===== config.mk =====
export PLATFORM = sky130hd
export DESIGN_NAME = pileup_mutation_site_classifier
export DESIGN_NICKNAME = d
export VERILOG_FILES = /design/src/hw/rtl/psc_pkg.sv /design/src/hw/rtl/psc_lane.sv /design/src/hw/rtl/psc_merge.sv /design/src/hw/rtl/psc_balance.sv /design/src/hw/rtl/pileup_mutation_site_classifier.sv
export SDC_FILE = /design/constraint.sdc
export NUM_CORES = 2
export LEC_CHECK = 0
export BUFFER_PORTS_ARGS = -buffer_cell sky130_fd_sc_hd__buf_4
export CORE_MARGIN = 2
export CORE_UTILIZATION = 45
export CTS_CLUSTER_DIAMETER = 30
export DETAILED_ROUTE_END_ITERATION = 7
export PLACE_DENSITY = 0.64
export SYNTH_ARGS = -nofsm -noshare
export SYNTH_HDL_FRONTEND = slang
export SYNTH_SLANG_ARGS = --single-unit

===== constraint.sdc =====
create_clock -name clock -period 8.6 [get_ports clock]
set_clock_uncertainty 0.15 [all_clocks]
set_input_delay 0 -clock clock [delete_from_list [all_inputs] [get_ports clock]]
set_output_delay 0 -clock clock [all_outputs]
set_load 0.005 [all_outputs]

===== src/hw/rtl/psc_pkg.sv =====
package psc_pkg;

   localparam int COUNT_BITS = 16;
   localparam int TALLY_BITS = 40;

   localparam int ANC_W   = 17;
   localparam int PAIR_W  = 32;
   localparam int COV_W   = 19;
   localparam int MUT_W   = 17;
   localparam int CLS_W   = 3;
   localparam int BASE_W  = 3;
   localparam int OUT_TALLY_W = 40;
   localparam int NUM_BASES = 4;

   localparam int TOT_W  = COUNT_BITS + 1;
   localparam int ECOV_W = COUNT_BITS + 3;
   localparam int CMP_W  = (ECOV_W > COV_W) ? ECOV_W : COV_W;
   localparam int SQ_W   = 2 * TOT_W;
   localparam int FOURN_W = TOT_W + 2;

   localparam logic [BASE_W-1:0] BASE_A    = 3'd0;
   localparam logic [BASE_W-1:0] BASE_G    = 3'd1;
   localparam logic [BASE_W-1:0] BASE_C    = 3'd2;
   localparam logic [BASE_W-1:0] BASE_T    = 3'd3;
   localparam logic [BASE_W-1:0] BASE_NONE = 3'd4;

   typedef enum logic [1:0] {
      REG_ANC_COV_MIN = 2'd0,
      REG_ANC_COV_MAX = 2'd1,
      REG_END_COV_MIN = 2'd2,
      REG_END_COV_MAX = 2'd3
   } reg_index_type;

   typedef enum logic [CLS_W-1:0] {
      CLS_SKIPPED    = 3'd0,
      CLS_REJECTED   = 3'd1,
      CLS_UNMUTATED  = 3'd2,
      CLS_BALANCED   = 3'd3,
      CLS_UNBALANCED = 3'd4
   } class_type;

   typedef struct packed {
      logic [COV_W-1:0] anc_min;
      logic [COV_W-1:0] anc_max;
      logic [COV_W-1:0] end_min;
      logic [COV_W-1:0] end_max;
   } cfg_type;

   typedef struct packed {
      logic [COUNT_BITS-1:0] fwd;
      logic [TOT_W-1:0]      tot;
      logic                  match;
   } lane_type;

   typedef struct packed {
      class_type          cls;
      logic               test;
      logic [COV_W-1:0]   end_cov;
      logic [MUT_W-1:0]   mut;
      logic [BASE_W-1:0]  mbase;
   } info_type;

endpackage


===== src/hw/rtl/psc_lane.sv =====
module psc_lane (
   input  logic [psc_pkg::ANC_W-1:0]  anc,
   input  logic [psc_pkg::PAIR_W-1:0] pair,
   input  logic [psc_pkg::COV_W-1:0]  anc_cov,
   output psc_pkg::lane_type          lane
);
   import psc_pkg::*;

   logic [2*COUNT_BITS-1:0] pair_x;
   logic [COUNT_BITS-1:0]   rev;

   assign pair_x = (2*COUNT_BITS)'(pair);
   assign rev    = pair_x[2*COUNT_BITS-1:COUNT_BITS];

   assign lane.fwd   = pair_x[COUNT_BITS-1:0];
   assign lane.tot   = TOT_W'(pair_x[COUNT_BITS-1:0]) + TOT_W'(rev);
   assign lane.match = (COV_W'(anc) == anc_cov);

endmodule


===== src/hw/rtl/psc_merge.sv =====
module psc_merge (
   input  logic                                  site_ok,
   input  psc_pkg::lane_type [psc_pkg::NUM_BASES-1:0] lanes,
   input  logic [psc_pkg::COV_W-1:0]             anc_cov,
   input  logic [psc_pkg::ECOV_W-1:0]            end_cov,
   input  psc_pkg::cfg_type                      cfg,
   output psc_pkg::info_type                     info,
   output logic [psc_pkg::COUNT_BITS-1:0]        f,
   output logic [psc_pkg::TOT_W-1:0]             n
);
   import psc_pkg::*;

   logic              ab_found;
   logic [1:0]        ab;
   logic [TOT_W-1:0]  mut;
   logic [BASE_W-1:0] mbase;
   logic              anc_ok;
   logic              end_ok;
   logic [CMP_W-1:0]  ecov_x;

   always_comb begin
      ab_found = 1'b0;
      ab       = 2'd0;
      for (int i = 0; i < NUM_BASES; i++) begin
         if (!ab_found && lanes[i].match) begin
            ab_found = 1'b1;
            ab       = 2'(i);
         end
      end
   end

   // later base wins a tie
   always_comb begin
      mut   = '0;
      mbase = BASE_NONE;
      if (ab_found) begin
         for (int i = 0; i < NUM_BASES; i++) begin
            if (2'(i) != ab && lanes[i].tot >= mut && lanes[i].tot != '0) begin
               mut   = lanes[i].tot;
               mbase = BASE_W'(i);
            end
         end
      end
   end

   assign ecov_x = CMP_W'(end_cov);
   assign anc_ok = ab_found && (anc_cov >= cfg.anc_min) && (anc_cov <= cfg.anc_max);
   assign end_ok = (ecov_x >= CMP_W'(cfg.end_min)) && (ecov_x <= CMP_W'(cfg.end_max));

   always_comb begin
      if (!site_ok) begin
         info.cls     = CLS_SKIPPED;
         info.test    = 1'b0;
         info.end_cov = '0;
         info.mut     = '0;
         info.mbase   = BASE_NONE;
      end else begin
         info.cls     = anc_ok ? CLS_UNMUTATED : CLS_REJECTED;
         info.test    = anc_ok && (mut != '0) && end_ok;
         info.end_cov = COV_W'(end_cov);
         info.mut     = MUT_W'(mut);
         info.mbase   = mbase;
      end
   end

   assign f = lanes[mbase[1:0]].fwd;
   assign n = lanes[mbase[1:0]].tot;

endmodule


===== src/hw/rtl/psc_balance.sv =====
module psc_balance (
   input  logic                           clock,
   input  logic                           en_c,
   input  logic                           en_d,
   input  logic [psc_pkg::COUNT_BITS-1:0] f,
   input  logic [psc_pkg::TOT_W-1:0]      n,
   output logic [psc_pkg::SQ_W-1:0]       sq,
   output logic [psc_pkg::FOURN_W-1:0]    four_n
);
   import psc_pkg::*;

   logic [TOT_W-1:0]   two_f;
   logic [TOT_W-1:0]   d_in;
   logic [TOT_W-1:0]   d_ff;
   logic [TOT_W-1:0]   n_ff;
   logic [SQ_W-1:0]    sq_ff;
   logic [FOURN_W-1:0] four_n_ff;

   assign two_f = {f, 1'b0};
   assign d_in  = (two_f >= n) ? (two_f - n) : (n - two_f);

   always_ff @(posedge clock) begin
      if (en_c) begin
         d_ff <= d_in;
         n_ff <= n;
      end
      if (en_d) begin
         sq_ff     <= SQ_W'(d_ff) * SQ_W'(d_ff);
         four_n_ff <= {n_ff, 2'b00};
      end
   end

   assign sq     = sq_ff;
   assign four_n = four_n_ff;

endmodule


===== src/hw/rtl/pileup_mutation_site_classifier.sv =====
// An accepted req_ beat passes through the a, b, c, d and e stage registers to rsp_valid.
// Throughput: one site per cycle while no stall backs up from rsp_ready; four base lanes, merge,
// two balance-test stages and the output register run as a five-stage pipeline.
// Up to five beats are held; req_ready drops only when every stage is full and rsp_ready is low, or in reset.
// Reset (synchronous): pipeline empty, tallies zero, windows set to 0 through 524280, ready low.
module pileup_mutation_site_classifier (
   input  logic                            clock,
   input  logic                            reset,
   input  logic                            req_valid,
   output logic                            req_ready,
   input  logic                            req_site_ok,
   input  logic [psc_pkg::ANC_W-1:0]       req_anc_a_total,
   input  logic [psc_pkg::ANC_W-1:0]       req_anc_g_total,
   input  logic [psc_pkg::ANC_W-1:0]       req_anc_c_total,
   input  logic [psc_pkg::ANC_W-1:0]       req_anc_t_total,
   input  logic [psc_pkg::PAIR_W-1:0]      req_end_a_pair,
   input  logic [psc_pkg::PAIR_W-1:0]      req_end_g_pair,
   input  logic [psc_pkg::PAIR_W-1:0]      req_end_c_pair,
   input  logic [psc_pkg::PAIR_W-1:0]      req_end_t_pair,
   output logic                            rsp_valid,
   input  logic                            rsp_ready,
   output logic [psc_pkg::CLS_W-1:0]       rsp_site_class,
   output logic [psc_pkg::COV_W-1:0]       rsp_end_coverage,
   output logic [psc_pkg::MUT_W-1:0]       rsp_alt_reads,
   output logic [psc_pkg::BASE_W-1:0]      rsp_mutated_base,
   output logic [psc_pkg::OUT_TALLY_W-1:0] rsp_selected_total,
   output logic [psc_pkg::OUT_TALLY_W-1:0] rsp_mutated_total,
   output logic [psc_pkg::OUT_TALLY_W-1:0] rsp_unbalanced_total,
   input  logic                            csr_valid,
   output logic                            csr_ready,
   input  logic [1:0]                      csr_index,
   input  logic [psc_pkg::COV_W-1:0]       csr_data
);
   import psc_pkg::*;

   localparam logic [TALLY_BITS-1:0] TALLY_MAX = '1;

   cfg_type cfg_ff;

   logic [ANC_W-1:0]  anc   [NUM_BASES];
   logic [PAIR_W-1:0] pairs [NUM_BASES];
   lane_type [NUM_BASES-1:0] lanes;
   logic [COV_W-1:0]  anc_cov;
   logic [ECOV_W-1:0] end_cov;

   logic adv_a, adv_b, adv_c, adv_d, adv_e;
   logic a_vld_ff, b_vld_ff, c_vld_ff, d_vld_ff, e_vld_ff;

   logic                     a_site_ok_ff;
   lane_type [NUM_BASES-1:0] a_lanes_ff;
   logic [COV_W-1:0]         a_anc_cov_ff;
   logic [ECOV_W-1:0]        a_end_cov_ff;

   info_type              b_info;
   logic [COUNT_BITS-1:0] b_f;
   logic [TOT_W-1:0]      b_n;
   info_type              b_info_ff;
   logic [COUNT_BITS-1:0] b_f_ff;
   logic [TOT_W-1:0]      b_n_ff;
   info_type              c_info_ff;
   info_type              d_info_ff;
   logic [SQ_W-1:0]       d_sq;
   logic [FOURN_W-1:0]    d_four_n;

   logic [TALLY_BITS-1:0] sel_ff, mut_ff, unb_ff;
   logic [TALLY_BITS-1:0] sel_in, mut_in, unb_in;
   class_type             cls_in;

   info_type e_info_ff;
   class_type e_cls_ff;

   assign anc[0] = req_anc_a_total;
   assign anc[1] = req_anc_g_total;
   assign anc[2] = req_anc_c_total;
   assign anc[3] = req_anc_t_total;
   assign pairs[0] = req_end_a_pair;
   assign pairs[1] = req_end_g_pair;
   assign pairs[2] = req_end_c_pair;
   assign pairs[3] = req_end_t_pair;

   assign anc_cov = COV_W'(anc[0]) + COV_W'(anc[1]) + COV_W'(anc[2]) + COV_W'(anc[3]);

   for (genvar g = 0; g < NUM_BASES; g++) begin : g_lane
      psc_lane u_lane (
         .anc     (anc[g]),
         .pair    (pairs[g]),
         .anc_cov (anc_cov),
         .lane    (lanes[g])
      );
   end

   assign end_cov = ECOV_W'(lanes[0].tot) + ECOV_W'(lanes[1].tot)
                  + ECOV_W'(lanes[2].tot) + ECOV_W'(lanes[3].tot);

   assign adv_e = !e_vld_ff || rsp_ready;
   assign adv_d = !d_vld_ff || adv_e;
   assign adv_c = !c_vld_ff || adv_d;
   assign adv_b = !b_vld_ff || adv_c;
   assign adv_a = !a_vld_ff || adv_b;
   assign req_ready = adv_a && !reset;
   assign csr_ready = !reset;

   psc_merge u_merge (
      .site_ok (a_site_ok_ff),
      .lanes   (a_lanes_ff),
      .anc_cov (a_anc_cov_ff),
      .end_cov (a_end_cov_ff),
      .cfg     (cfg_ff),
      .info    (b_info),
      .f       (b_f),
      .n       (b_n)
   );

   psc_balance u_balance (
      .clock  (clock),
      .en_c   (adv_c),
      .en_d   (adv_d),
      .f      (b_f_ff),
      .n      (b_n_ff),
      .sq     (d_sq),
      .four_n (d_four_n)
   );

   always_comb begin
      sel_in = sel_ff;
      mut_in = mut_ff;
      unb_in = unb_ff;
      cls_in = d_info_ff.cls;
      if (d_info_ff.cls == CLS_UNMUTATED) begin
         sel_in = (sel_ff == TALLY_MAX) ? sel_ff : sel_ff + 1'b1;
         if (d_info_ff.test) begin
            if (d_sq <= SQ_W'(d_four_n)) begin
               cls_in = CLS_BALANCED;
               mut_in = (mut_ff == TALLY_MAX) ? mut_ff : mut_ff + 1'b1;
            end else begin
               cls_in = CLS_UNBALANCED;
               unb_in = (unb_ff == TALLY_MAX) ? unb_ff : unb_ff + 1'b1;
            end
         end
      end
   end

   always_ff @(posedge clock) begin
      if (reset) begin
         a_vld_ff <= 1'b0;
         b_vld_ff <= 1'b0;
         c_vld_ff <= 1'b0;
         d_vld_ff <= 1'b0;
         e_vld_ff <= 1'b0;
         sel_ff   <= '0;
         mut_ff   <= '0;
         unb_ff   <= '0;
         cfg_ff.anc_min <= '0;
         cfg_ff.anc_max <= COV_W'(524280);
         cfg_ff.end_min <= '0;
         cfg_ff.end_max <= COV_W'(524280);
      end else begin
         if (adv_a) a_vld_ff <= req_valid;
         if (adv_b) b_vld_ff <= a_vld_ff;
         if (adv_c) c_vld_ff <= b_vld_ff;
         if (adv_d) d_vld_ff <= c_vld_ff;
         if (adv_e) e_vld_ff <= d_vld_ff;
         if (adv_e && d_vld_ff) begin
            sel_ff <= sel_in;
            mut_ff <= mut_in;
            unb_ff <= unb_in;
         end
         if (csr_valid) begin
            unique case (reg_index_type'(csr_index))
               REG_ANC_COV_MIN: cfg_ff.anc_min <= csr_data;
               REG_ANC_COV_MAX: cfg_ff.anc_max <= csr_data;
               REG_END_COV_MIN: cfg_ff.end_min <= csr_data;
               REG_END_COV_MAX: cfg_ff.end_max <= csr_data;
               default: ;
            endcase
         end
      end
   end

   always_ff @(posedge clock) begin
      if (adv_a) begin
         a_site_ok_ff <= req_site_ok;
         a_lanes_ff   <= lanes;
         a_anc_cov_ff <= anc_cov;
         a_end_cov_ff <= end_cov;
      end
      if (adv_b) begin
         b_info_ff <= b_info;
         b_f_ff    <= b_f;
         b_n_ff    <= b_n;
      end
      if (adv_c) c_info_ff <= b_info_ff;
      if (adv_d) d_info_ff <= c_info_ff;
      if (adv_e) begin
         e_info_ff <= d_info_ff;
         e_cls_ff  <= cls_in;
      end
   end

   assign rsp_valid            = e_vld_ff;
   assign rsp_site_class       = e_cls_ff;
   assign rsp_end_coverage     = e_info_ff.end_cov;
   assign rsp_alt_reads        = e_info_ff.mut;
   assign rsp_mutated_base     = e_info_ff.mbase;
   assign rsp_selected_total   = OUT_TALLY_W'(sel_ff);
   assign rsp_mutated_total    = OUT_TALLY_W'(mut_ff);
   assign rsp_unbalanced_total = OUT_TALLY_W'(unb_ff);

endmodule


==> results.toml <==
[outcome]
status = "finished clean"

[cells_and_area]
fin_area_um2 = 57000
drive_gt1_share_pct = 15.0
n_fill_cell = 8073
areaGrowthSynthToFinish_pct = 28.9
final_nets = 5872

[sta]
fin_crit_ns = 8.01
finalSetupTns_ns = 0
fmaxAchievable_mhz = 125
period_share_pct = 93.2
slew_viol_final = 0
finalHoldViolCount = 0
setup_viol = 0
holdWs_ns = 0.0554
slew_headroom_pct = 19.0
rsz0062_at_grt = "no"
worstMarginPinSlew_ns = 1.21

[floorplan]
die_area_um2 = 101000
chipHeight_um = 317
start_util_pct = 45.6
die_width_um = 317
row_count = 114
pin_count = 388
core_area_um2 = 97000

[placement]
place_hpwl_mm = 96.5
port_buffers = 387
gp_congestion = 0.905
placed_cell_area_um2 = 48500

[yosys]
synth_top_family_by_area = "adder cells"
avgSynthCellArea_um2 = 10.4
synth_flop_cell = "edfxtp_1"
synthTopCellsByCount = "edfxtp_1 (458), inv_1 (444), nand2_1 (418), ha_1 (386)"
synthArstFlopShare_pct = 0
muxShareOfSynthArea_pct = 1.72
yosysWarnings = 0
synth.net_count = 5120
netlist_area_um2 = 44200
synth_top_cell_area_share_pct = 31.1
syn_inst = 4245
yosysSeqAreaShare_pct = 40.2
synth_compound_area_share_pct = 10.6
synth_most_common_cell = "edfxtp_1"
yosysUniqueCellTypes = 82
synth_edf_count = 458
synth_top_area_cell = "edfxtp_1"
synth_xor_xnor_area_share_pct = 5.25
ys_ff_latch = 659
synth-adder-area-share_pct = 23.0
synthSimpleGateAreaFrac_pct = 14.2
ys_top_cells_by_area = "edfxtp_1 (31%), fa_1 (12%), ha_1 (11%), dfxtp_1 (9.1%), inv_1 (3.8%)"

[critical_path]
crit_type = "reg -> reg"
worstSetupEndpointType = "register"
cp_max_fo = 32
critPathMaxStageDelay_ns = 0.56
required_ns = 9.00
critPathArrivalTime_ns = 8.42
slowest_stage = "or4_1"
crit_family = "compound AO/OA/AOI/OAI gates"
cp-start-kind = "register"
path_buf_inv = 2
cp_common_cell = "nand2_1"

[clock_tree]
cts_tree = "done"
cts-root-buf = "clkbuf_16"
numClockSinks = 659
cts_inserted_buffers = 148
clk_latency_ns = 0.75
clk_pin_slew_worst_paths_ns = 0.05
htreeDepth = 4
cts_buffer_depth = 3

[grt]
grt.overflow.total = 0
grt_pass1_vias = 34900
antenna_found_initial = 6
grt_start_max_net_pins = 118
grt_pass1_wl_mm = 199
grt_usage_pct = 25.4

[routing]
route.vias.total = 34400
drt_iter0_drc = 2272
wirelength_mm = 128
first_pass_iters = 5
ant_nets = 0
avgRoutedWirePerCell_um = 20.0
drc = 0
via_per_inst = 5.37

[job]
cap_violations = 0

[hold_path]
hp-class = "in -> reg"
==> placed cells by master (no fill, tap or decap), types with 32 or more instances in the layout <==
master,n
a211oi_1,56
a21o_1,58
a21oi_1,244
a31oi_1,45
and2_1,102
and3_1,63
buf_4,428
clkbuf_16,150
dfxtp_1,201
dlygate4sd3_1,314
edfxtp_1,458
fa_1,266
ha_1,386
inv_1,442
mux2i_1,42
nand2_1,415
nand3_1,88
nand4_1,64
nor2_1,264
nor2b_1,52
nor3_1,65
nor4_1,38
o211ai_1,43
o21a_1,32
o21ai_0,121
xnor2_1,153
xor2_1,109
==> area by class of cell <==
cell class              count  area, um2  area share (%)
diodes                      3       7.51          0.0132
clock buffers             166       3870            6.80
clock inverters           109       1400            2.45
inverters                 444       1670            2.92
multi-input cells        3000      24300            42.6
flip-flops and latches    659      17800            31.2
well taps                1276       1600            2.80
repair buffers            744       6390            11.2
==> kinds of logic (layout without fill, tap and decap cells) <==
family / Yosys count / after routing
AND/OR/NAND/NOR: 1275 / 1275
adder cells (fa/ha/maj): 652 / 652
XOR/XNOR: 263 / 263
other: 0 / 3
flip-flops: 659 / 659
multiplexers: 72 / 72
buffers and inverters: 586 / 1463
AO/OA/AOI/OAI: 738 / 738
==> per-layer routing <==
layer | part of all wire (%) | up-vias | routed length (um) | GRT usage (%)
met3 | 6.0 | 283 | 7660 | 4.44
met1 | 43 | 16500 | 54800 | 33.0
li1 | - | 16400 | - | -
met2 | 47 | 1136 | 60200 | 41.6
met4 | 4.3 | 2 | 5510 | 11.2
met5 | 0.010 | - | 13 | 0
==> what timing repair did <==
item	4_1_cts	5_1_grt
hold buffers	314	0
buffers inserted	0	2
setup endpoints to repair	0	53
endpoints found under the hold margin	339	0
gates resized for setup	0	11
==> through the flow <==
step	worst slack [ns]	utilization, %	instances
6_report	0.586	58.8	6401
5_1_grt	0.0231	58.8	6400
4_1_cts	0.0897	58.7	6396
3_5_place_dp	0.147	50.0	5807
3_3_place_gp	0.231	50.0	5807
2_1_floorplan	1.14	-	4245
==> tightest hold or removal path, cell delays in order <==
cell,delay [ns]
buf_4,0.10
fa_1,0.17
ha_1,0.18
xnor2_1,0.25
==> flip-flops by register name (all words and copies together), names as in the netlist, 33 cells and up <==
name / count
rsp_unbalanced_total: 40
a_lanes_ff: 136
cfg_ff: 76
b_info_ff: 42
u_balance.sq: 33
rsp_selected_total: 40
rsp_mutated_total: 40
d_info_ff: 42
c_info_ff: 42
==> path summary, 6_finish.rpt <==
path	cells after the start	from	slack, ns	to
max	29	a_lanes_ff[1]$_DFFE_PN_	0.59	b_f_ff[12]$_DFFE_PP_
min	4	req_anc_t_total[7]	0.06	a_anc_cov_ff[7]$_DFFE_PN_
max reg2reg	29	a_lanes_ff[1]$_DFFE_PN_	0.59	b_f_ff[12]$_DFFE_PP_
min reg2reg	0	u_balance.n_ff[14]$_DFFE_PP_	0.25	u_balance.four_n[16]$_DFFE_PP_
Power is not shown: default switching activity piles up to over one toggle a cycle in this logic, so the estimate is an artifact.
